File: src/hw/rtl/ars_pkg.sv
// Shared types, constants and helpers for the adaptive resolution scaler.
package ars_pkg;

    localparam int CFG_IDX_W  = 3;
    localparam int CFG_DATA_W = 16;

    typedef enum logic [CFG_IDX_W-1:0] {
        CFG_MIN_SCALE    = 3'd0,
        CFG_MAX_SCALE    = 3'd1,
        CFG_ADJ_INTERVAL = 3'd2,
        CFG_SCALE_STEP   = 3'd3,
        CFG_TIME_BUDGET  = 3'd4
    } t_cfg_idx;

    localparam logic [8:0]  SCALE_FLOOR = 9'd64;
    localparam logic [8:0]  SCALE_FULL  = 9'd256;
    localparam logic [7:0]  STEP_FLOOR  = 8'd13;
    localparam logic [7:0]  STEP_CEIL   = 8'd128;
    localparam logic [1:0]  OVER_LIMIT  = 2'd2;
    localparam logic [2:0]  UNDER_LIMIT = 3'd6;

    localparam logic [8:0]  RST_MIN_SCALE = 9'd64;
    localparam logic [8:0]  RST_MAX_SCALE = 9'd256;
    localparam logic [15:0] RST_INTERVAL  = 16'd1;
    localparam logic [7:0]  RST_STEP      = 8'd26;
    localparam logic [15:0] RST_BUDGET    = 16'd4267;

    localparam int Q_DEPTH = 2;

    typedef struct packed {
        logic [1:0]  context_req;
        logic [31:0] frame_number;
        logic [15:0] gpu_time;
    } t_in_req;

    typedef struct packed {
        logic [8:0]  scale;
        logic [15:0] filtered_time;
    } t_out_rsp;

    // request body as carried through the queue, context index kept apart
    typedef struct packed {
        logic [31:0] frame_number;
        logic [15:0] gpu_time;
    } t_item;

    localparam int ITEM_W = $bits(t_item);

    typedef struct packed {
        logic [8:0]  scale;
        logic [15:0] filt;
        logic [1:0]  over_cnt;
        logic [2:0]  under_cnt;
        logic [31:0] last_frame;
    } t_ctx_state;

    localparam t_ctx_state CTX_RESET = '{
        scale: 9'd256, filt: 16'd0, over_cnt: 2'd0, under_cnt: 3'd0, last_frame: 32'd0
    };

    // effective configuration after clamping; budget11 is time_budget * 11
    typedef struct packed {
        logic [8:0]  lo;
        logic [8:0]  hi;
        logic [15:0] ivl;
        logic [7:0]  step;
        logic [19:0] budget11;
    } t_cfg_eff;

    function automatic logic [8:0] clamp9(logic [8:0] v, logic [8:0] lo, logic [8:0] hi);
        logic [8:0] r;
        r = v;
        if (v < lo) begin
            r = lo;
        end else if (v > hi) begin
            r = hi;
        end
        return r;
    endfunction

endpackage

File: src/hw/rtl/adaptive_resolution_scaler_top.sv
// Top level of the adaptive resolution scaler: configuration registers and part wiring.
//
// Usage: each request on the input channel (i_valid / o_ready, payload i_req) is one
// frame report for one context; every request yields exactly one response on the
// output channel (o_valid / i_ready, payload o_rsp) holding that context's scale and
// filtered GPU time after the report is applied. Responses come back in request order.
// An accepted request passes through the two-entry request queue, the state table read
// and the update stage that loads the output register, in that order. Throughput is one
// request per cycle while i_ready stays high, also for back-to-back reports on the
// same context, which are served by forwarding the retiring update into the read path.
// When the receiver holds i_ready low the output register keeps its response, the
// pipeline stages fill, then the queue fills and o_ready drops after two more requests.
// Reset clears all valid flags and loads the default configuration; every context
// reads as full scale with no history until first updated, so no clearing pass is run.
// Configuration must be written through i_cfg_we / i_cfg_idx / i_cfg_data only while no
// request is in flight; the block does not enforce it. Clamped values apply via r_cfg.
module adaptive_resolution_scaler_top #(
    parameter int NUM_CONTEXTS = 4
) (
    input  logic                             i_clk,
    input  logic                             i_rst_n,
    input  logic                             i_valid,
    output logic                             o_ready,
    input  ars_pkg::t_in_req                 i_req,
    output logic                             o_valid,
    input  logic                             i_ready,
    output ars_pkg::t_out_rsp                o_rsp,
    input  logic                             i_cfg_we,
    input  logic [ars_pkg::CFG_IDX_W-1:0]    i_cfg_idx,
    input  logic [ars_pkg::CFG_DATA_W-1:0]   i_cfg_data
);

    localparam int CTX_W   = (NUM_CONTEXTS > 1) ? $clog2(NUM_CONTEXTS) : 1;
    localparam int ENTRY_W = CTX_W + ars_pkg::ITEM_W;

    logic [8:0]        r_min_scale;
    logic [8:0]        r_max_scale;
    logic [15:0]       r_interval;
    logic [7:0]        r_step;
    logic [15:0]       r_budget;
    ars_pkg::t_cfg_eff r_cfg;
    ars_pkg::t_cfg_eff n_cfg;

    logic               w_q_ready;
    logic               w_push;
    logic [ENTRY_W-1:0] w_entry;
    logic               w_q_valid;
    logic [ENTRY_W-1:0] w_q_data;
    logic               w_q_pop;

    always_ff @(posedge i_clk) begin
        if (!i_rst_n) begin
            r_min_scale <= ars_pkg::RST_MIN_SCALE;
            r_max_scale <= ars_pkg::RST_MAX_SCALE;
            r_interval  <= ars_pkg::RST_INTERVAL;
            r_step      <= ars_pkg::RST_STEP;
            r_budget    <= ars_pkg::RST_BUDGET;
        end else if (i_cfg_we) begin
            case (i_cfg_idx)
                ars_pkg::CFG_MIN_SCALE: begin
                    r_min_scale <= i_cfg_data[8:0];
                end
                ars_pkg::CFG_MAX_SCALE: begin
                    r_max_scale <= i_cfg_data[8:0];
                end
                ars_pkg::CFG_ADJ_INTERVAL: begin
                    r_interval <= i_cfg_data;
                end
                ars_pkg::CFG_SCALE_STEP: begin
                    r_step <= i_cfg_data[7:0];
                end
                ars_pkg::CFG_TIME_BUDGET: begin
                    r_budget <= i_cfg_data;
                end
                default: begin
                end
            endcase
        end
    end

    always_comb begin
        n_cfg.lo  = ars_pkg::clamp9(r_min_scale, ars_pkg::SCALE_FLOOR, ars_pkg::SCALE_FULL);
        n_cfg.hi  = ars_pkg::clamp9(r_max_scale, n_cfg.lo, ars_pkg::SCALE_FULL);
        n_cfg.ivl = (r_interval == 16'd0) ? 16'd1 : r_interval;
        if (r_step < ars_pkg::STEP_FLOOR) begin
            n_cfg.step = ars_pkg::STEP_FLOOR;
        end else if (r_step > ars_pkg::STEP_CEIL) begin
            n_cfg.step = ars_pkg::STEP_CEIL;
        end else begin
            n_cfg.step = r_step;
        end
        n_cfg.budget11 = ({4'd0, r_budget} << 3) + ({4'd0, r_budget} << 1) + {4'd0, r_budget};
    end

    always_ff @(posedge i_clk) begin
        if (!i_rst_n) begin
            r_cfg.lo       <= ars_pkg::RST_MIN_SCALE;
            r_cfg.hi       <= ars_pkg::RST_MAX_SCALE;
            r_cfg.ivl      <= ars_pkg::RST_INTERVAL;
            r_cfg.step     <= ars_pkg::RST_STEP;
            r_cfg.budget11 <= 20'd46937;
        end else begin
            r_cfg <= n_cfg;
        end
    end

    ars_front #(
        .NUM_CONTEXTS(NUM_CONTEXTS)
    ) u_front (
        .i_valid   (i_valid),
        .o_ready   (o_ready),
        .i_req     (i_req),
        .i_q_ready (w_q_ready),
        .o_push    (w_push),
        .o_entry   (w_entry)
    );

    ars_queue #(
        .WIDTH(ENTRY_W)
    ) u_queue (
        .i_clk   (i_clk),
        .i_rst_n (i_rst_n),
        .i_push  (w_push),
        .i_data  (w_entry),
        .o_ready (w_q_ready),
        .o_valid (w_q_valid),
        .o_data  (w_q_data),
        .i_pop   (w_q_pop)
    );

    ars_back #(
        .NUM_CONTEXTS(NUM_CONTEXTS)
    ) u_back (
        .i_clk     (i_clk),
        .i_rst_n   (i_rst_n),
        .i_cfg     (r_cfg),
        .i_q_valid (w_q_valid),
        .i_q_data  (w_q_data),
        .o_q_pop   (w_q_pop),
        .o_valid   (o_valid),
        .i_ready   (i_ready),
        .o_rsp     (o_rsp)
    );

endmodule

File: src/hw/rtl/ars_queue.sv
// Two-entry request queue between the front and back parts.
module ars_queue #(
    parameter int WIDTH = 50
) (
    input  logic             i_clk,
    input  logic             i_rst_n,
    input  logic             i_push,
    input  logic [WIDTH-1:0] i_data,
    output logic             o_ready,
    output logic             o_valid,
    output logic [WIDTH-1:0] o_data,
    input  logic             i_pop
);

    localparam int CNT_W = $clog2(ars_pkg::Q_DEPTH + 1);
    localparam int PTR_W = $clog2(ars_pkg::Q_DEPTH);

    logic [WIDTH-1:0] r_mem [ars_pkg::Q_DEPTH];
    logic [PTR_W-1:0] r_wptr;
    logic [PTR_W-1:0] r_rptr;
    logic [CNT_W-1:0] r_count;

    always_ff @(posedge i_clk) begin
        if (i_push) begin
            r_mem[r_wptr] <= i_data;
        end
    end

    always_ff @(posedge i_clk) begin
        if (!i_rst_n) begin
            r_wptr  <= '0;
            r_rptr  <= '0;
            r_count <= '0;
        end else begin
            if (i_push) begin
                r_wptr <= (r_wptr == PTR_W'(ars_pkg::Q_DEPTH - 1)) ? '0 : r_wptr + PTR_W'(1);
            end
            if (i_pop) begin
                r_rptr <= (r_rptr == PTR_W'(ars_pkg::Q_DEPTH - 1)) ? '0 : r_rptr + PTR_W'(1);
            end
            r_count <= r_count + CNT_W'(i_push) - CNT_W'(i_pop);
        end
    end

    assign o_ready = (r_count != CNT_W'(ars_pkg::Q_DEPTH));
    assign o_valid = (r_count != '0);
    assign o_data  = r_mem[r_rptr];

endmodule

File: src/hw/rtl/ars_front.sv
// Front part: accepts frame reports and maps the context onto a table entry.
module ars_front #(
    parameter int NUM_CONTEXTS = 4
) (
    input  logic              i_valid,
    output logic              o_ready,
    input  ars_pkg::t_in_req  i_req,
    input  logic              i_q_ready,
    output logic              o_push,
    output logic [((NUM_CONTEXTS > 1) ? $clog2(NUM_CONTEXTS) : 1) + ars_pkg::ITEM_W - 1:0]
                              o_entry
);

    localparam int CTX_W = (NUM_CONTEXTS > 1) ? $clog2(NUM_CONTEXTS) : 1;

    logic [CTX_W-1:0]  w_ctx_map [4];
    logic [CTX_W-1:0]  w_ctx;
    ars_pkg::t_item    w_item;

    // context field reduced modulo the table depth
    for (genvar v = 0; v < 4; v++) begin : g_map
        localparam int MAPPED = v % NUM_CONTEXTS;
        assign w_ctx_map[v] = CTX_W'(MAPPED);
    end

    always_comb begin
        w_ctx               = w_ctx_map[i_req.context_req];
        w_item.frame_number = i_req.frame_number;
        w_item.gpu_time     = i_req.gpu_time;
    end

    assign o_ready = i_q_ready;
    assign o_push  = i_valid && i_q_ready;
    assign o_entry = {w_ctx, w_item};

endmodule

File: src/hw/rtl/ars_back.sv
// Back part: per-context state table, read stage, update stage and output register.
module ars_back #(
    parameter int NUM_CONTEXTS = 4
) (
    input  logic              i_clk,
    input  logic              i_rst_n,
    input  ars_pkg::t_cfg_eff i_cfg,
    input  logic              i_q_valid,
    input  logic [((NUM_CONTEXTS > 1) ? $clog2(NUM_CONTEXTS) : 1) + ars_pkg::ITEM_W - 1:0]
                              i_q_data,
    output logic              o_q_pop,
    output logic              o_valid,
    input  logic              i_ready,
    output ars_pkg::t_out_rsp o_rsp
);

    localparam int CTX_W   = (NUM_CONTEXTS > 1) ? $clog2(NUM_CONTEXTS) : 1;
    localparam int ENTRY_W = CTX_W + ars_pkg::ITEM_W;

    ars_pkg::t_ctx_state r_mem [NUM_CONTEXTS];
    logic [NUM_CONTEXTS-1:0] r_vld;

    logic                r_s1_v;
    logic [CTX_W-1:0]    r_s1_ctx;
    ars_pkg::t_item      r_s1_item;
    ars_pkg::t_ctx_state r_rd_data;
    logic                r_s1_fwd;
    ars_pkg::t_ctx_state r_s1_fwd_st;

    logic                r_s2_v;
    logic [CTX_W-1:0]    r_s2_ctx;
    ars_pkg::t_item      r_s2_item;
    ars_pkg::t_ctx_state r_s2_st;

    logic                r_out_v;
    ars_pkg::t_out_rsp   r_out;

    logic [CTX_W-1:0]    w_q_ctx;
    ars_pkg::t_item      w_q_item;
    logic                w_out_adv;
    logic                w_s2_free;
    logic                w_s1_adv;
    logic                w_s1_free;
    logic                w_pop;
    logic                w_hit_q;
    logic                w_hit_s1;
    ars_pkg::t_ctx_state w_s1_st;
    ars_pkg::t_ctx_state n_ctx_st;

    logic [8:0]  w_sc;
    logic [31:0] w_age;
    logic        w_pass;
    logic [15:0] w_g;
    logic [15:0] w_f;
    logic [15:0] w_up_delta;
    logic [16:0] w_dn_delta;
    logic [15:0] w_nf;
    logic [20:0] w_f10;
    logic [20:0] w_f20;
    logic [20:0] w_b11;
    logic        w_over;
    logic        w_under;
    logic [1:0]  w_oc;
    logic [2:0]  w_uc;
    logic [9:0]  w_lo_step;
    logic [9:0]  w_sc_up;
    logic [8:0]  w_sc_adj;
    logic [1:0]  w_oc_f;
    logic [2:0]  w_uc_f;

    assign w_q_ctx  = i_q_data[ENTRY_W-1 -: CTX_W];
    assign w_q_item = ars_pkg::t_item'(i_q_data[ars_pkg::ITEM_W-1:0]);

    // stage advance chain, output side first
    assign w_out_adv = r_s2_v && (!r_out_v || i_ready);
    assign w_s2_free = !r_s2_v || w_out_adv;
    assign w_s1_adv  = r_s1_v && w_s2_free;
    assign w_s1_free = !r_s1_v || w_s1_adv;
    assign w_pop     = i_q_valid && w_s1_free;
    assign o_q_pop   = w_pop;

    // an update retiring in the same cycle overrides what the table returns
    assign w_hit_q  = w_out_adv && (r_s2_ctx == w_q_ctx);
    assign w_hit_s1 = w_out_adv && (r_s2_ctx == r_s1_ctx);
    assign w_s1_st  = r_s1_fwd ? r_s1_fwd_st : r_rd_data;

    always_ff @(posedge i_clk) begin
        if (w_out_adv) begin
            r_mem[r_s2_ctx] <= n_ctx_st;
        end
        if (w_pop) begin
            r_rd_data <= r_mem[w_q_ctx];
        end
    end

    always_ff @(posedge i_clk) begin
        if (!i_rst_n) begin
            r_vld   <= '0;
            r_s1_v  <= 1'b0;
            r_s2_v  <= 1'b0;
            r_out_v <= 1'b0;
        end else begin
            if (w_out_adv) begin
                r_vld[r_s2_ctx] <= 1'b1;
            end
            if (w_pop) begin
                r_s1_v <= 1'b1;
            end else if (w_s1_adv) begin
                r_s1_v <= 1'b0;
            end
            if (w_s1_adv) begin
                r_s2_v <= 1'b1;
            end else if (w_out_adv) begin
                r_s2_v <= 1'b0;
            end
            if (w_out_adv) begin
                r_out_v <= 1'b1;
            end else if (i_ready) begin
                r_out_v <= 1'b0;
            end
        end
    end

    always_ff @(posedge i_clk) begin
        if (w_pop) begin
            r_s1_ctx    <= w_q_ctx;
            r_s1_item   <= w_q_item;
            r_s1_fwd    <= w_hit_q || !r_vld[w_q_ctx];
            r_s1_fwd_st <= w_hit_q ? n_ctx_st : ars_pkg::CTX_RESET;
        end
        if (w_s1_adv) begin
            r_s2_ctx  <= r_s1_ctx;
            r_s2_item <= r_s1_item;
            r_s2_st   <= w_hit_s1 ? n_ctx_st : w_s1_st;
        end
        if (w_out_adv) begin
            r_out.scale         <= n_ctx_st.scale;
            r_out.filtered_time <= n_ctx_st.filt;
        end
    end

    // state update for the request in the second stage
    always_comb begin
        w_sc  = ars_pkg::clamp9(r_s2_st.scale, i_cfg.lo, i_cfg.hi);
        w_age = r_s2_item.frame_number - r_s2_st.last_frame;
        w_pass = (w_age >= {16'd0, i_cfg.ivl});
        w_g = r_s2_item.gpu_time;
        w_f = r_s2_st.filt;
        w_up_delta = w_g - w_f;
        w_dn_delta = {1'b0, w_f} - {1'b0, w_g} + 17'd3;
        // zero history loads the sample directly; decay rounds toward minus infinity
        if (w_f == 16'd0) begin
            w_nf = w_g;
        end else if (w_g >= w_f) begin
            w_nf = w_f + (w_up_delta >> 2);
        end else begin
            w_nf = w_f - {1'b0, w_dn_delta[17-1:2]};
        end
        // f*100 vs budget*110 and budget*55, scaled down by 10
        w_f10 = ({5'd0, w_nf} << 3) + ({5'd0, w_nf} << 1);
        w_f20 = w_f10 << 1;
        w_b11 = {1'b0, i_cfg.budget11};
        w_over  = (w_f10 > w_b11);
        w_under = (w_f20 < w_b11);
        w_oc = w_over ? r_s2_st.over_cnt + 2'd1 : 2'd0;
        w_uc = (!w_over && w_under) ? r_s2_st.under_cnt + 3'd1 : 3'd0;
        w_lo_step = {1'b0, i_cfg.lo} + {2'd0, i_cfg.step};
        w_sc_up   = {1'b0, w_sc} + {2'd0, i_cfg.step};
        w_sc_adj = w_sc;
        w_oc_f   = w_oc;
        w_uc_f   = w_uc;
        if (w_oc >= ars_pkg::OVER_LIMIT) begin
            w_sc_adj = ({1'b0, w_sc} >= w_lo_step) ? w_sc - {1'b0, i_cfg.step} : i_cfg.lo;
            w_oc_f   = 2'd0;
            w_uc_f   = 3'd0;
        end else if (w_uc >= ars_pkg::UNDER_LIMIT) begin
            w_sc_adj = (w_sc_up <= {1'b0, i_cfg.hi}) ? w_sc_up[8:0] : i_cfg.hi;
            w_oc_f   = 2'd0;
            w_uc_f   = 3'd0;
        end

        n_ctx_st       = r_s2_st;
        n_ctx_st.scale = w_sc;
        if (w_pass) begin
            n_ctx_st.last_frame = r_s2_item.frame_number;
            if (w_g != 16'd0) begin
                n_ctx_st.filt      = w_nf;
                n_ctx_st.over_cnt  = w_oc_f;
                n_ctx_st.under_cnt = w_uc_f;
                n_ctx_st.scale     = w_sc_adj;
            end
        end
    end

    assign o_valid = r_out_v;
    assign o_rsp   = r_out;

endmodule

File: config.mk
export PLATFORM = sky130hd
export DESIGN_NAME = adaptive_resolution_scaler_top
export DESIGN_NICKNAME = d
export VERILOG_FILES = /design/src/hw/rtl/ars_pkg.sv /design/src/hw/rtl/adaptive_resolution_scaler_top.sv /design/src/hw/rtl/ars_queue.sv /design/src/hw/rtl/ars_front.sv /design/src/hw/rtl/ars_back.sv
export SDC_FILE = /design/constraint.sdc
export NUM_CORES = 1
export LEC_CHECK = 0
export ABC_CLOCK_PERIOD_IN_PS = 34500
export BUFFER_PORTS_ARGS = -buffer_cell sky130_fd_sc_hd__buf_2
export CORE_ASPECT_RATIO = 1.1
export CORE_UTILIZATION = 65
export CTS_BUF_LIST = sky130_fd_sc_hd__clkbuf_8
export DETAILED_ROUTE_END_ITERATION = 16
export GPL_ROUTABILITY_DRIVEN = 1
export PLACE_DENSITY = 0.91
export SLEW_MARGIN = 20
export SYNTH_ARGS = -nofsm -noshare
export SYNTH_HDL_FRONTEND = slang
export SYNTH_SLANG_ARGS = --single-unit
File: constraint.sdc
create_clock -name i_clk -period 34.5 [get_ports i_clk]
set_input_delay 0 -clock i_clk [delete_from_list [all_inputs] [get_ports i_clk]]
set_output_delay 0 -clock i_clk [all_outputs]
set_load 0.05 [all_outputs]
==> impl_metrics.py <==
metrics = {
    "placement": {
        "post-place-ws_ps": 24380,
        "portBuffers": 100,
        "placed_cell_area_sq_um": 41260,
        "gp_congestion": 0.9496,
        "hpwl_um": 65050,
    },
    "detailed_routing": {
        "dr.pass1.iters": 6,
        "wl_per_cell_um": 22.63,
        "detail-route-antenna-nets": 0,
        "vias": 30290,
        "drt-total-wl_um": 107400,
        "drc_errors": 0,
        "drt_iter0_drc": 3556,
        "viasPerCell": 6.382,
    },
    "final_layout": {
        "drive_gt1_share_pct": 10.23,
        "finalInstanceArea_sq_um": 44940,
        "final_util_pct": 74.62,
        "nets": 4176,
        "syn_to_final_growth_pct": 12.55,
    },
    "clocking": {
        "cts_hold_buffers": 137,
        "cts_buffer_depth": 3,
        "postCtsSetupRepairBufs": 0,
        "htreeDepth": 3,
        "numCtsBuffers": 117,
        "cts.clk_slew.worst_paths_ps": 70,
        "cts.sinks": 792,
        "cts_tree": "done",
        "cts_root_buf": "clkbuf_8",
        "clk_latency_ps": 810,
        "ctsResizeCount": 0,
    },
    "worst_setup_path": {
        "slowest_stage": "a311oi_1",
        "crit_arrival_ps": 11030,
        "crit_required_ps": 35070,
        "cp-end-kind": "flip-flop",
        "startpoint_type": "flip-flop",
        "crit_top_cell": "ha_1",
        "r2r_slack_ps": 24040,
        "worstSetupPathType": "flip-flop to flip-flop",
        "worstPathMaxFanout": 19,
        "cpPeakStageDelay_ps": 700,
    },
    "synth": {
        "ys_warn_count": 0,
        "synthTopCellsByArea": "edfxtp_1, ha_1, dfxtp_1, nand2_1, a21oi_1",
        "synthTopCellsByCount": "edfxtp_1, nand2_1, a21oi_1",
        "synth_seq_area_share_pct": 56.26,
        "syn_area_sq_um": 39920,
        "synth.most_common_cell": "edfxtp_1",
        "synthArstFlopShare_pct": 0,
        "syn-instance-count": 3572,
        "syn-num-nets": 3917,
        "postSynthAreaPerCell_sq_um": 11.18,
        "synth-seq-cells": 792,
        "synth_edf_count": 660,
        "yosysTopAreaCell": "edfxtp_1",
        "synthDistinctLibCells": 84,
        "synth_top_area_share_pct": 49.64,
        "synthFlopType": "edfxtp_1",
    },
    "grt": {
        "grt_pass1_wl_um": 163300,
        "grt_remaining_overflow": 0,
        "grt_pass1_vias": 30390,
        "grt_start_max_net_pins": 157,
        "grt_util_all_layers_pct": 34.16,
        "antenna_found_initial": 1,
    },
    "sta": {
        "fin_worst_skew_ps": 76.87,
        "setup_tns_ps": 0,
        "slew-limit-headroom_pct": 24.03,
        "final-max-slew-violation-count": 0,
        "fmax_ghz": 0.09563,
        "rsz0062_at_grt": "false",
        "setup_viol": 0,
        "setup_slack_ps": 24040,
        "worst_slew_pin_slew_ps": 1140,
        "hold_violations": 0,
        "fin_crit_ps": 10460,
        "finalCritPeriodShare_pct": 30.31,
    },
    "floorplan": {
        "die-area_sq_um": 62420,
        "initial_core_util_pct": 66.30,
        "ios": 101,
        "core.rowCount": 94,
        "coreArea_sq_um": 60220,
        "dieWidth_um": 238.3,
        "fp.dieH_um": 261.9,
    },
    "flow_run": {
        "drv_cap": 0,
    },
    "min_path": {
        "worstHoldPathType": "input port to flip-flop",
    },
    "outcome": {
        "status": "completed",
    },
}
## metal layers
layer  GRT usage (%)  up-vias  wire length, um
li1                -    13560                -
met1           39.10    14290            37740
met2           59.08     1930            52850
met3           5.693      507             9359
met4           23.42        0             7457
met5               0        -                0
## cells by family after synthesis
group | synth area share, %
fa+ha+maj | 8.913
flops | 56.26
xor+xnor | 2.498
mux | 2.253
buf+inv | 3.610
compound gates | 13.05
simple gates | 13.42
## final cells by class
type                       instances  area, sq um
clock buffer                     123         1693
antenna                            1        2.502
tap                              816         1021
sequential                       792        22460
multi-input combinational       2407        16110
clock inverter                    94        576.8
inverter                         241        905.9
fill                            3610        15280
timing repair buffer             272         2167
## placed cells by master, fill, tap and decap left out, types with 32 or more instances in the layout
cell type,Yosys,layout
o21ai_0,106,106
xor2_1,44,44
nand2_1,467,467
a21o_1,51,51
buf_4,1,33
a211oi_1,80,80
ha_1,250,250
and3_1,78,76
buf_2,9,100
mux2_2,53,53
nand3_1,51,50
inv_1,238,284
dlygate4sd3_1,0,137
dfxtp_1,132,131
a21oi_1,278,276
xnor2_1,68,68
nor2b_1,84,83
nor2_1,233,231
a31oi_1,84,84
nor3_1,34,32
edfxtp_1,660,660
clkbuf_8,0,123
nand4_1,34,34
## flip-flops by register name, indices dropped and copies added (netlist names), 2 cells and up, named ones only
signal and count:
u_back.r_s2_ctx 2, r_max_scale 9, u_back.w_f 16, u_back.r_rd_data 62
u_back.o_rsp 25, r_interval 16, u_back.r_s2_st 46, u_back.r_s1_ctx 2
u_back.r_s1_item 48, r_cfg 62, u_queue.r_count 2, r_step 8
r_min_scale 9, r_budget 16, u_back.r_mem 248, u_back.r_s2_item 32
u_back.r_s1_fwd_st 62, u_queue.r_mem 100, u_back.w_g 16, u_back.r_vld 4
## worst paths after layout
check	start	endpoint	cells past startpoint
min	i_ready	u_back.o_valid$_SDFFE_PN0P_	5
max reg2reg	u_back.w_f[1]$_DFFE_PP_	u_back.r_mem[0][60]$_DFFE_PP_	38
max	u_back.w_f[1]$_DFFE_PP_	u_back.r_mem[0][60]$_DFFE_PP_	38
min reg2reg	u_back.r_s1_item[23]$_DFFE_PP_	u_back.r_s2_item[23]$_DFFE_PP_	0
## worst max-delay path: cells and delay by family (launching register included)
kind / cells / cell delay [ps]
DFF: 1 / 460
adders and majority gates: 5 / 1740
and+or+nand+nor: 11 / 2800
xor gates and xnor gates: 2 / 400
AOI/OAI and AO/OA: 18 / 4370
buffers and inverters: 2 / 470
## per-stage QoR
stage          hold WS [ps]  instances
3_3_place_gp          187.1       4390
3_5_place_dp          190.7       4390
2_1_floorplan         98.87       3572
4_1_cts               50.24       4744
5_1_grt               91.07       4746
6_report              76.48       4746
Power is not shown: default switching activity piles up to over one toggle a cycle in this logic, so the estimate is an artifact.
